<file path="src/rtl/ces_pkg.sv">
`timescale 1ns / 1ps

package ces_pkg;

	// Fixed-point format of the process value and the normal sample
	localparam int VALUE_WIDTH = 32;
	localparam int FRAC_BITS   = 16;
	localparam int SAMPLE_FRAC = 12;
	localparam int Z_W         = 16;

	// Register widths
	localparam int CFG_W   = 31;
	localparam int DGAIN_W = 18;
	localparam int IDX_W   = 3;

	// Square root: radicand is a non-negative value shifted up by FRAC_BITS
	localparam int ROOT_W = (CFG_W + FRAC_BITS + 1) / 2;
	localparam int RAD_W  = 2 * ROOT_W;

	// Shared multiplier operand and product widths
	localparam int MUL_A_W = VALUE_WIDTH;
	localparam int MUL_B_W = ROOT_W;
	localparam int PROD_W  = MUL_A_W + MUL_B_W;

	// Intermediate widths
	localparam int DMAG_W = VALUE_WIDTH;
	localparam int T_W    = CFG_W + ROOT_W - FRAC_BITS;
	localparam int T_HI_W = T_W - ROOT_W;
	localparam int SUM_W  = PROD_W - SAMPLE_FRAC + 3;

	// Register map
	typedef enum logic [IDX_W-1:0] {
		REG_DRIFT_GAIN     = 3'd0,
		REG_MEAN_LEVEL     = 3'd1,
		REG_DIFFUSION_GAIN = 3'd2,
		REG_INITIAL_VALUE  = 3'd3,
		REG_BOUNDARY_MODE  = 3'd4
	} reg_idx_t;

	// Boundary handling
	localparam logic MODE_TRUNCATE = 1'b0;
	localparam logic MODE_REFLECT  = 1'b1;

endpackage

</file>
<file path="src/rtl/ces_isqrt.sv">
`timescale 1ns / 1ps

// Restoring integer square root, one result bit per cycle
module ces_isqrt (
	input  logic                          clk,
	input  logic                          arst_n,
	input  logic                          start,
	input  logic [ces_pkg::RAD_W-1:0]     radicand,
	output logic                          busy,
	output logic [ces_pkg::ROOT_W-1:0]    root
);
	import ces_pkg::*;

	localparam int REM_W = ROOT_W + 2;
	localparam int CNT_W = $clog2(ROOT_W + 1);

	logic [CNT_W-1:0]  cnt_q;
	logic [RAD_W-1:0]  rad_q;
	logic [REM_W-1:0]  rem_q;
	logic [ROOT_W-1:0] root_q;

	logic [REM_W+1:0]  pre;
	logic [REM_W+1:0]  trial;
	logic [REM_W+1:0]  diff;
	logic              ge;

	// Bring down the next bit pair and try the next root bit
	always_comb begin
		pre   = {rem_q, rad_q[RAD_W-1 -: 2]};
		trial = {2'b00, root_q, 2'b01};
		diff  = pre - trial;
		ge    = (pre >= trial);
	end

	// Iteration counter
	always_ff @(posedge clk or negedge arst_n) begin
		if (!arst_n) begin
			cnt_q <= '0;
		end else if (start) begin
			cnt_q <= CNT_W'(ROOT_W);
		end else if (cnt_q != '0) begin
			cnt_q <= cnt_q - 1'b1;
		end
	end

	// Remainder, root and radicand shift
	always_ff @(posedge clk) begin
		if (start) begin
			rad_q  <= radicand;
			rem_q  <= '0;
			root_q <= '0;
		end else if (cnt_q != '0) begin
			rad_q  <= {rad_q[RAD_W-3:0], 2'b00};
			rem_q  <= ge ? diff[REM_W-1:0] : pre[REM_W-1:0];
			root_q <= {root_q[ROOT_W-2:0], ge};
		end
	end

	assign busy = (cnt_q != '0);
	assign root = root_q;

endmodule

</file>
<file path="src/rtl/ces_mul.sv">
`timescale 1ns / 1ps

// Shared unsigned multiplier with registered product
module ces_mul (
	input  logic                          clk,
	input  logic [ces_pkg::MUL_A_W-1:0]   a,
	input  logic [ces_pkg::MUL_B_W-1:0]   b,
	output logic [ces_pkg::PROD_W-1:0]    p
);
	import ces_pkg::*;

	logic [PROD_W-1:0] p_q;

	always_ff @(posedge clk) begin
		p_q <= PROD_W'(a) * PROD_W'(b);
	end

	assign p = p_q;

endmodule

</file>
<file path="src/rtl/cir_euler_step_top.sv">
`timescale 1ns / 1ps

// Channel   Dir  Fields (low bit up)                   Request taken when
// s_*       in   tdata: normal_sample[15:0]             s_tvalid & s_tready
//                tuser: path_start
// m_*       out  tdata: next_value[31:0]                m_tvalid & m_tready
// cfg_*     in   index / data, one register per write    cfg_we
//
// Each request runs through the sequencer states from acceptance to the result
// register; the bit-serial square root starts at acceptance, and the shared
// multiplier computes four products around it.
// s_tready is high only in idle; a held result does not block the next request,
// but a finished step waits until the output register is free.
// arst_n clears the state, configuration, output register and current value to zero; datapath registers are not reset.
module cir_euler_step_top (
	input  logic                              clk,
	input  logic                              arst_n,
	// slave stream
	input  logic                              s_tvalid,
	output logic                              s_tready,
	input  logic [ces_pkg::Z_W-1:0]           s_tdata,  // normal_sample[15:0]
	input  logic                              s_tuser,  // path_start
	// master stream
	output logic                              m_tvalid,
	input  logic                              m_tready,
	output logic [ces_pkg::VALUE_WIDTH-1:0]   m_tdata,  // next_value[31:0]
	// configuration
	input  logic                              cfg_we,
	input  logic [ces_pkg::IDX_W-1:0]         cfg_index,
	input  logic [ces_pkg::CFG_W-1:0]         cfg_data
);
	import ces_pkg::*;

	typedef enum logic [3:0] {
		ST_IDLE, ST_DIFF, ST_DABS, ST_DMUL, ST_DSTORE, ST_WSQ, ST_SMUL,
		ST_SSTORE, ST_ZLO, ST_ZHI, ST_ZACC, ST_DIFN, ST_SUM, ST_FIN
	} state_t;

	localparam logic signed [SUM_W-1:0] SAT_HI =
		SUM_W'((64'd1 << (VALUE_WIDTH - 1)) - 64'd1);
	localparam logic signed [SUM_W-1:0] SAT_LO = -SAT_HI - SUM_W'(1);

	state_t state_q;

	// configuration registers
	logic [DGAIN_W-1:0] drift_gain_q;
	logic [CFG_W-1:0]   mean_level_q;
	logic [CFG_W-1:0]   diffusion_gain_q;
	logic [CFG_W-1:0]   initial_value_q;
	logic               boundary_mode_q;

	// step state
	logic signed [VALUE_WIDTH-1:0] cur_q;
	logic                          out_valid_q;
	logic [VALUE_WIDTH-1:0]        out_data_q;

	// datapath registers
	logic signed [VALUE_WIDTH-1:0] x_q;
	logic [Z_W-1:0]                zmag_q;
	logic                          zneg_q;
	logic signed [VALUE_WIDTH:0]   d_q;
	logic [DMAG_W-1:0]             dmag_q;
	logic                          dneg_q;
	logic signed [SUM_W-1:0]       drift_q;
	logic [T_W-1:0]                t_q;
	logic [PROD_W-1:0]             acc_q;
	logic signed [SUM_W-1:0]       diff_q;
	logic signed [SUM_W-1:0]       part_q;
	logic signed [SUM_W-1:0]       y_q;

	// shared units
	logic [MUL_A_W-1:0] mul_a;
	logic [MUL_B_W-1:0] mul_b;
	logic [PROD_W-1:0]  prod;
	logic               sq_start;
	logic [RAD_W-1:0]   sq_rad;
	logic               sq_busy;
	logic [ROOT_W-1:0]  sq_root;

	logic                          accept;
	logic signed [VALUE_WIDTH-1:0] x_in;
	logic                          out_free;
	logic [SUM_W-1:0]              drift_mag;
	logic [SUM_W-1:0]              diff_mag;
	logic signed [SUM_W-1:0]       y_abs;
	logic signed [VALUE_WIDTH-1:0] y_sat;

	assign accept   = s_tvalid && s_tready;
	assign s_tready = (state_q == ST_IDLE);
	assign out_free = !out_valid_q || m_tready;
	assign x_in     = s_tuser ? $signed(VALUE_WIDTH'(initial_value_q)) : cur_q;

	// root of max(0, x) scaled by the fraction bits
	assign sq_start = accept;
	assign sq_rad   = x_in[VALUE_WIDTH-1] ? '0
	                  : RAD_W'({x_in[VALUE_WIDTH-2:0], {FRAC_BITS{1'b0}}});

	ces_isqrt u_isqrt (
		.clk      (clk),
		.arst_n   (arst_n),
		.start    (sq_start),
		.radicand (sq_rad),
		.busy     (sq_busy),
		.root     (sq_root)
	);

	// multiplier operand select
	always_comb begin
		mul_a = '0;
		mul_b = '0;
		case (state_q)
			ST_DMUL: begin
				mul_a = dmag_q;
				mul_b = MUL_B_W'(drift_gain_q);
			end
			ST_SMUL: begin
				mul_a = MUL_A_W'(diffusion_gain_q);
				mul_b = sq_root;
			end
			ST_ZLO: begin
				mul_a = MUL_A_W'(zmag_q);
				mul_b = t_q[ROOT_W-1:0];
			end
			ST_ZHI: begin
				mul_a = MUL_A_W'(zmag_q);
				mul_b = MUL_B_W'(t_q[T_W-1:ROOT_W]);
			end
			default: begin
				mul_a = '0;
				mul_b = '0;
			end
		endcase
	end

	ces_mul u_mul (
		.clk (clk),
		.a   (mul_a),
		.b   (mul_b),
		.p   (prod)
	);

	// scaled magnitudes, reflection and saturation
	always_comb begin
		drift_mag = SUM_W'(prod[DMAG_W+DGAIN_W-1:FRAC_BITS]);
		diff_mag  = SUM_W'(acc_q[PROD_W-1:SAMPLE_FRAC]);
		y_abs     = (boundary_mode_q == MODE_REFLECT && y_q < 0) ? -y_q : y_q;
		if (y_abs > SAT_HI) begin
			y_sat = SAT_HI[VALUE_WIDTH-1:0];
		end else if (y_abs < SAT_LO) begin
			y_sat = SAT_LO[VALUE_WIDTH-1:0];
		end else begin
			y_sat = y_abs[VALUE_WIDTH-1:0];
		end
	end

	// configuration writes; out-of-range indexes are dropped
	always_ff @(posedge clk or negedge arst_n) begin
		if (!arst_n) begin
			drift_gain_q     <= '0;
			mean_level_q     <= '0;
			diffusion_gain_q <= '0;
			initial_value_q  <= '0;
			boundary_mode_q  <= MODE_TRUNCATE;
		end else if (cfg_we) begin
			case (cfg_index)
				REG_DRIFT_GAIN:     drift_gain_q     <= cfg_data[DGAIN_W-1:0];
				REG_MEAN_LEVEL:     mean_level_q     <= cfg_data;
				REG_DIFFUSION_GAIN: diffusion_gain_q <= cfg_data;
				REG_INITIAL_VALUE:  initial_value_q  <= cfg_data;
				REG_BOUNDARY_MODE:  boundary_mode_q  <= cfg_data[0];
				default: ;
			endcase
		end
	end

	// sequencer, current value and output register
	always_ff @(posedge clk or negedge arst_n) begin
		if (!arst_n) begin
			state_q     <= ST_IDLE;
			cur_q       <= '0;
			out_valid_q <= 1'b0;
			out_data_q  <= '0;
		end else begin
			// output valid: set by a finished step, cleared when taken
			if (state_q == ST_FIN && out_free) begin
				out_valid_q <= 1'b1;
			end else if (out_valid_q && m_tready) begin
				out_valid_q <= 1'b0;
			end
			case (state_q)
				ST_IDLE:   if (accept) state_q <= ST_DIFF;
				ST_DIFF:   state_q <= ST_DABS;
				ST_DABS:   state_q <= ST_DMUL;
				ST_DMUL:   state_q <= ST_DSTORE;
				ST_DSTORE: state_q <= ST_WSQ;
				ST_WSQ:    if (!sq_busy) state_q <= ST_SMUL;
				ST_SMUL:   state_q <= ST_SSTORE;
				ST_SSTORE: state_q <= ST_ZLO;
				ST_ZLO:    state_q <= ST_ZHI;
				ST_ZHI:    state_q <= ST_ZACC;
				ST_ZACC:   state_q <= ST_DIFN;
				ST_DIFN:   state_q <= ST_SUM;
				ST_SUM:    state_q <= ST_FIN;
				ST_FIN: begin
					if (out_free) begin
						cur_q      <= y_sat;
						out_data_q <= y_sat;
						state_q    <= ST_IDLE;
					end
				end
				default: state_q <= ST_IDLE;
			endcase
		end
	end

	// datapath
	always_ff @(posedge clk) begin
		case (state_q)
			ST_IDLE: begin
				if (accept) begin
					x_q    <= x_in;
					zneg_q <= s_tdata[Z_W-1];
					zmag_q <= s_tdata[Z_W-1] ? Z_W'(-s_tdata) : s_tdata;
				end
			end
			ST_DIFF: begin
				d_q <= $signed({2'b00, mean_level_q}) - $signed({x_q[VALUE_WIDTH-1], x_q});
			end
			ST_DABS: begin
				dneg_q <= d_q[VALUE_WIDTH];
				dmag_q <= d_q[VALUE_WIDTH] ? DMAG_W'(-d_q) : DMAG_W'(d_q);
			end
			ST_DSTORE: begin
				drift_q <= dneg_q ? -$signed(drift_mag) : $signed(drift_mag);
			end
			ST_SSTORE: begin
				t_q <= prod[FRAC_BITS+T_W-1:FRAC_BITS];
			end
			ST_ZHI: begin
				acc_q <= prod;
			end
			ST_ZACC: begin
				acc_q <= acc_q + {prod[PROD_W-ROOT_W-1:0], {ROOT_W{1'b0}}};
			end
			ST_DIFN: begin
				diff_q <= zneg_q ? -$signed(diff_mag) : $signed(diff_mag);
				part_q <= SUM_W'(x_q) + drift_q;
			end
			ST_SUM: begin
				y_q <= part_q + diff_q;
			end
			default: ;
		endcase
	end

	assign m_tvalid = out_valid_q;
	assign m_tdata  = out_data_q;

endmodule

</file>
<file path="config.mk">
export PLATFORM = sky130hd
export DESIGN_NAME = cir_euler_step_top
export DESIGN_NICKNAME = d
export VERILOG_FILES = /design/src/rtl/ces_pkg.sv /design/src/rtl/ces_isqrt.sv /design/src/rtl/ces_mul.sv /design/src/rtl/cir_euler_step_top.sv
export SDC_FILE = /design/constraint.sdc
export NUM_CORES = 2
export LEC_CHECK = 0
export ABC_AREA = 1
export ABC_CLOCK_PERIOD_IN_PS = 9110
export BUFFER_PORTS_ARGS = -buffer_cell sky130_fd_sc_hd__buf_2
export CORE_MARGIN = 2
export CORE_UTILIZATION = 57
export DETAILED_ROUTE_END_ITERATION = 8
export HOLD_SLACK_MARGIN = 0.1
export PLACE_DENSITY = 0.78
export REMOVE_ABC_BUFFERS = 1
export SYNTH_ARGS = -nofsm -noshare
export SYNTH_HDL_FRONTEND = slang
export SYNTH_HIERARCHICAL = 1
export SYNTH_SLANG_ARGS = --single-unit
</file>
<file path="constraint.sdc">
create_clock -name clk -period 9.11 [get_ports clk]
set_input_delay 2.733 -clock clk [delete_from_list [all_inputs] [get_ports clk]]
set_output_delay 2.733 -clock clk [all_outputs]
set_load 0.1 [all_outputs]
</file>
* After elaboration in Yosys (flattened, before gate mapping)
Cells that the tools add are included.
** Storage, ports and cells
- Bits in registers :: 706
- Bits of input ports :: 56
- Output and inout bits :: 34
- Word-level logic and storage cells :: 108
** Operators by class
- Add/sub/neg operators :: 11
- Multipliers :: 1
- $lt $le $gt $ge :: 4
- Equal/unequal tests :: 20
- Mux-type cells :: 23
- Reductions and logical operators :: 21
** Operator list (number)
- $mux 32 :: 4
- $pmux 56 s2 :: 1
- $mux 48 :: 2
- $pmux 24 s4 :: 1
- $pmux 32 s3 :: 1
- $mux 47 :: 2
- $add 56x56->56 :: 1
- $mul 32x24->56 :: 1
- $pmux 4 s14 :: 1
- $add 32x47->47 :: 1
- $add 47x47->47 :: 1
- $gt 47x32->1 const B :: 1
- $lt 47x1->1 const B :: 1
- $lt 47x32->1 const B :: 1
- $neg 34->47 :: 1
- $neg 44->47 :: 1
- $neg 47->47 :: 1
- $mux 44 :: 1
- $mux 34 :: 1
- $sub 32x32->33 :: 1
- $neg 32->32 :: 1
- $ge 28x26->1 :: 1
- $mux 26 :: 1
- $sub 26x26->26 :: 1
- 25 further kinds :: 51

* Logic depth before layout (Yosys ltp)
- Depth in word-level cells :: 6
- Gate-level depth with buffers :: 36
- Gate-level depth less buffers :: 34

* Cells and area by module
Netlist, hierarchy kept.
** By module, submodules not included
- cir_euler_step_top :: instances 1, cells an instance 3886, area each 32847.8 µm²
- ces_mul :: instances 1, cells an instance 3773, area each 27978.1 µm²
- ces_isqrt :: instances 1, cells an instance 903, area each 6232.2 µm²

* Worst setup path after synthesis
OpenSTA, ideal clock, no wires.
- Path type :: flip-flop to flip-flop
- Start :: register state_q[0]
- End :: register u_mul.p_q[52] (netlist: u_mul/p[52])
- Data arrival time :: 7.063 ns
- Required time :: 8.996 ns
- Path slack :: 1.933 ns
- Cell stages (with the launch flop) :: 33
- Path buffers :: 2
- Period minus slack after synthesis :: 7.177 ns
- Path through :: dfrtp_1 > inv_1 > nor2_1 > inv_1 > nor2_1 > clkbuf_1 > nand2_1 > nand4_1 > clkbuf_1 > nand2_1 > fa_1 > inv_1 > fa_1 > inv_1 > fa_1 > fa_1 > inv_1 > fa_1 > fa_1 > inv_1 > fa_1 > inv_1 > ha_1 > nand2_1 > inv_2 > nand2_2 > inv_1 > a21oi_1 > nand2_2 > nand3_1 > nand3_1 > nand2_1 > nand2_1
** RTL lines
- start, declared :: RTL line cir_euler_step_top.sv:43 : state_t state_q;
- start signal, assigned :: RTL line cir_euler_step_top.sv:179 : state_q <= ST_IDLE;
- start signal, assigned :: RTL line cir_euler_step_top.sv:191 : ST_IDLE: if (accept) state_q <= ST_DIFF;
- start signal, assigned :: RTL line cir_euler_step_top.sv:192 : ST_DIFF: state_q <= ST_DABS;
- $eq 4x4->1, or another cell as far along :: RTL line cir_euler_step_top.sv:111 : case (state_q)
- $pmux 24 s4 (*) :: RTL line cir_euler_step_top.sv:111
- named net mul_b[5] :: RTL line cir_euler_step_top.sv:73 : logic [MUL_B_W-1:0] mul_b;
- $mul 32x24->56 (*) :: RTL line ces_mul.sv:15 : p_q <= PROD_W'(a) * PROD_W'(b);
- end signal, assigned :: RTL line ces_mul.sv:15
- end, declared :: RTL line ces_mul.sv:12 : logic [PROD_W-1:0] p_q;
Mark *: on every way through the listed nets, which the timed path passes. The rest lies on a longest branch.
A chain may end at the register's enable or synchronous reset.

* Worst setup path after layout
- Start :: register state_q[1]
- End :: register u_mul.p_q[33] (netlist: u_mul/p[33])
The elaborated chain is that of the path after synthesis.

==> results by group <==
Setup path
  • Worst setup SP type: flip-flop
  • Crit path kind: flip-flop to flip-flop
  • Crit path to: u_mul/p[33]$_DFF_P_
  • CP required: between 9 and 10 ns
  • FF-to-FF Start: state_q[1]$_DFFE_PN0P_
  • Slowest-stage cell, CP: nor2_4
  • Crit. End Element: flip-flop
  • Crit path max fanout: 30
  • Critical path launch point: state_q[1]$_DFFE_PN0P_
  • Flop-to-flop setup slack: slightly below 0.8 ns
  • FF-to-FF path depth: 29
  • CP peak stage delay: 0.71 ns
  • Critical R2R Capture: u_mul/p[33]$_DFF_P_
  • Most frequent CP cell: inv_1
  • Worst EP arrival: between 8 and 9 ns

Place
  • Dpl cell area: about 69000 µm²
  • DP HPWL: approximately 170 mm
  • DP Cell Count: between 10000 and 15000
  • IO Port Bufs: slightly below 90
  • GPL Wtd Cong: between 0.9 and 1
  • Pre-CTS WS: 0.948 ns

Die
  • Die ar.: 120000 µm²
  • # IOs: 90
  • Die height: roughly 350 µm
  • Starting Density: 0.576
  • Die W: 347 µm
  • Core ar.: ~120000 µm²
  • Cell row count: between 100 and 150

Yosys
  • Synth cell types: 67
  • FFs w/ async S/R, synth: 0.222
  • Yosys warning total: 6
  • Post-Syn Area: 67100 µm²
  • Avg Inst Size Synth: approximately 7.8 µm²
  • Top FF cell, synth: edfxtp_1
  • EDFF count, synth: between 400 and 500
  • Yosys reg bits: around 690
  • Sequential share of the synthesized area: 0.283
  • Syn Inst Count: around 8600

Min path
  • Hold Crit Class: flip-flop to flip-flop

Timing
  • Tcrit/Tclk final: 0.915
  • Unrepaired setup endpoints after global routing: false
  • Tightest Pin Transition: 1.22 ns
  • Clock Skew: 0.0502 ns
  • Fin. Hold Viols: 0
  • Setup TNS: 0 ns
  • F_max: around 120 MHz
  • Min cycle time layout: approximately 8.3 ns
  • Final worst slack: 0.774 ns
  • Final hold slack: between 0.4 and 0.5 ns
  • Max Slew Vio Count: 0
  • Slew margin rel.: 0.181
  • Final setup violation count: 0

Route
  • Final WL: roughly 210 mm
  • Via count: between 50000 and 60000
  • Drt initial violations: roughly 5400
  • Antenna viol nets, final: 0
  • TritonRoute pass-1 iters: 6
  • Vias per cell: 5.57
  • DR WL/cell: approximately 20 µm
  • DRC errors left: 0

Clock tree
  • Clock transition at path regs: around 0.070 ns
  • CTS root buffer: clkbuf_16
  • Post-cts sizing count: 0
  • Worst skew pair latency: 0.68 ns
  • H-Tree Depth: 3
  • Max Buffers Root-to-Sink: 3
  • Cts bufs inserted: 76
  • Clk sinks: 694
  • Post-CTS Hold Buffers: 0
  • CTS tree: done
  • Post-CTS Setup Bufs: 0

Final layout
  • Final cell count without fillers: slightly above 10000
  • Fin util: 0.621
  • Share of cells above drive strength 1: 0.0555
  • Area Overhead vs Synth: 7.68%
  • Final nets: about 9700
  • Final instance area: roughly 72000 µm²

Global routing
  • Largest net degree at the start of global routing: 94
  • Initial antenna violation count: 10
  • GRT overflow: 0
  • Tot GR Track Use: 0.349
  • First-pass GRT wire length: between 300 and 400 mm
  • Vias in the first global route: slightly below 60000

Run status
  • Status: finished clean

Power and ir drop
  • Pwr per Cell Area: approximately 250 nW/µm²
  • Leak Pwr: roughly 38 nW
  • Peak VDD IR: approximately 0.22 mV
  • Power Total: 17.9 mW

Run
  • Number of max-cap violations: 0
==> cells in the final DEF, fill, tap and decap left out, types with 79 or more instances in the layout <==
| cell type | n |
|---|---|
| nand3_1 | 233 |
| buf_4 | 102 |
| clkbuf_16 | 79 |
| nor2_1 | 484 |
| buf_2 | 88 |
| dfxtp_1 | 106 |
| edfxtp_1 | 434 |
| nand4_1 | 88 |
| dfrtp_1 | 154 |
| xor2_1 | 198 |
| o21ai_0 | 286 |
| xnor2_1 | 131 |
| ha_1 | 369 |
| a21oi_1 | 307 |
| nand2_1 | 2511 |
| fa_1 | 662 |
| inv_1 | 1861 |
==> worst min path at each step <==
| stage | from | end | slack [ns] | depth (start not counted) |
|---|---|---|---|---|
| 2_1_floorplan | u_mul/p[50]$_DFF_P_ | t_q[34]$_DFFE_PN_ | 0.41 | 0 |
| 3_3_place_gp | u_isqrt/rem_q[24]$_SDFFE_PP0P_ | u_isqrt/rem_q[24]$_SDFFE_PP0P_ | 0.44 | 2 |
| 3_5_place_dp | u_isqrt/rem_q[24]$_SDFFE_PP0P_ | u_isqrt/rem_q[24]$_SDFFE_PP0P_ | 0.44 | 2 |
| 4_1_cts | u_isqrt/rem_q[24]$_SDFFE_PP0P_ | u_isqrt/rem_q[24]$_SDFFE_PP0P_ | 0.45 | 2 |
| 5_1_grt | u_isqrt/rem_q[24]$_SDFFE_PP0P_ | u_isqrt/rem_q[24]$_SDFFE_PP0P_ | 0.46 | 2 |
| 6_report | u_isqrt/rem_q[24]$_SDFFE_PP0P_ | u_isqrt/rem_q[24]$_SDFFE_PP0P_ | 0.46 | 2 |
==> worst max-delay path, delay by kind of cell (launching register included) <==
family                     cells  cell delay (ns)
adders and majority gates      8             3.90
and+or+nand+nor                9             2.35
AOI/OAI and AO/OA              1             0.19
DFF                            1             0.42
buffers and inverters         10             1.21
xor gates and xnor gates       1             0.16
==> synthesized netlist by cell type (11+ instances only) <==
cell type     n  share of area
o22ai_1      26         0.0024
a22o_1       21         0.0027
nor3_1       45         0.0034
o21a_1       16         0.0018
nor4_1       28         0.0026
inv_1      1862           0.10
a21oi_1     308          0.023
nand3_2      13         0.0019
ha_1        369          0.069
a31oi_1      51         0.0048
a21o_1       18         0.0020
xor2_1      198          0.026
buf_6        11         0.0018
nand2_1    2511           0.14
edfxtp_1    434           0.19
clkbuf_1    223          0.012
nor2_1      497          0.028
o21ai_0     286          0.021
dfrtp_1     154          0.057
o21bai_1     23         0.0026
xnor2_1     131          0.017
nand4_1      88         0.0082
o21ai_1      30         0.0022
inv_2        15        0.00084
fa_1        662           0.20
nand2_2      33         0.0031
or2_2        15         0.0014
nand3_1     234          0.017
nor2_2       25         0.0023
dfxtp_1     106          0.032
==> registers in the layout, indices dropped and copies added, names as in the netlist, 5 cells and up <==
name / cells
u_isqrt/rad_q: 48
u_isqrt/cnt_q: 5
diffusion_gain_q: 31
t_q: 39
zmag_q: 16
d_q: 33
u_isqrt/root: 24
drift_q: 47
diff_q: 47
dmag_q: 32
m_tdata: 32
drift_gain_q: 18
u_mul/p: 56
u_isqrt/rem_q: 26
y_q: 47
mean_level_q: 31
acc_q: 44
part_q: 47
x_q: 32
initial_value_q: 31
==> report_power, final <==
group          switching [mW]  total (mW)  leakage, nW  internal (mW)
sequential              0.695        5.11         6.87           4.41
clock                    1.41        3.32         1.30           1.91
combinational            6.59        9.51         30.2           2.92
total                    8.70        17.9         38.3           9.24
==> logic make-up (layout without fill, tap and decap cells) <==
group / count (synthesis) / in the layout / share of synthesized area
fa+ha+maj: 1031 / 1031 / 0.266
compound gates: 834 / 834 / 0.0696
buf+inv: 2127 / 2223 / 0.121
other cells: 1 / 22 / 0.0000559
xor+xnor: 329 / 329 / 0.0430
simple gates: 3546 / 3546 / 0.217
flops: 694 / 694 / 0.283
==> per-layer routing <==
metal  up-vias  part of all wire  track usage
li1      26200                 -            -
met1     27200              0.38        0.426
met2      2768              0.47        0.577
met3       700             0.090       0.0639
met4         2             0.069        0.207
met5         -          0.000072            0
==> final cells by class <==
| type | count | area [µm²] |
|---|---|---|
| flip-flops and latches | 694 | 19000 |
| well taps | 1524 | 1910 |
| inverters | 1880 | 7060 |
| fillers | 10100 | 44200 |
| clock inverters | 45 | 586 |
| clock buffers | 97 | 2110 |
| multi-input cells | 5757 | 40100 |
| diodes | 5 | 12.5 |
| repair buffers | 201 | 1420 |
Power figures use the tool's default switching activity.
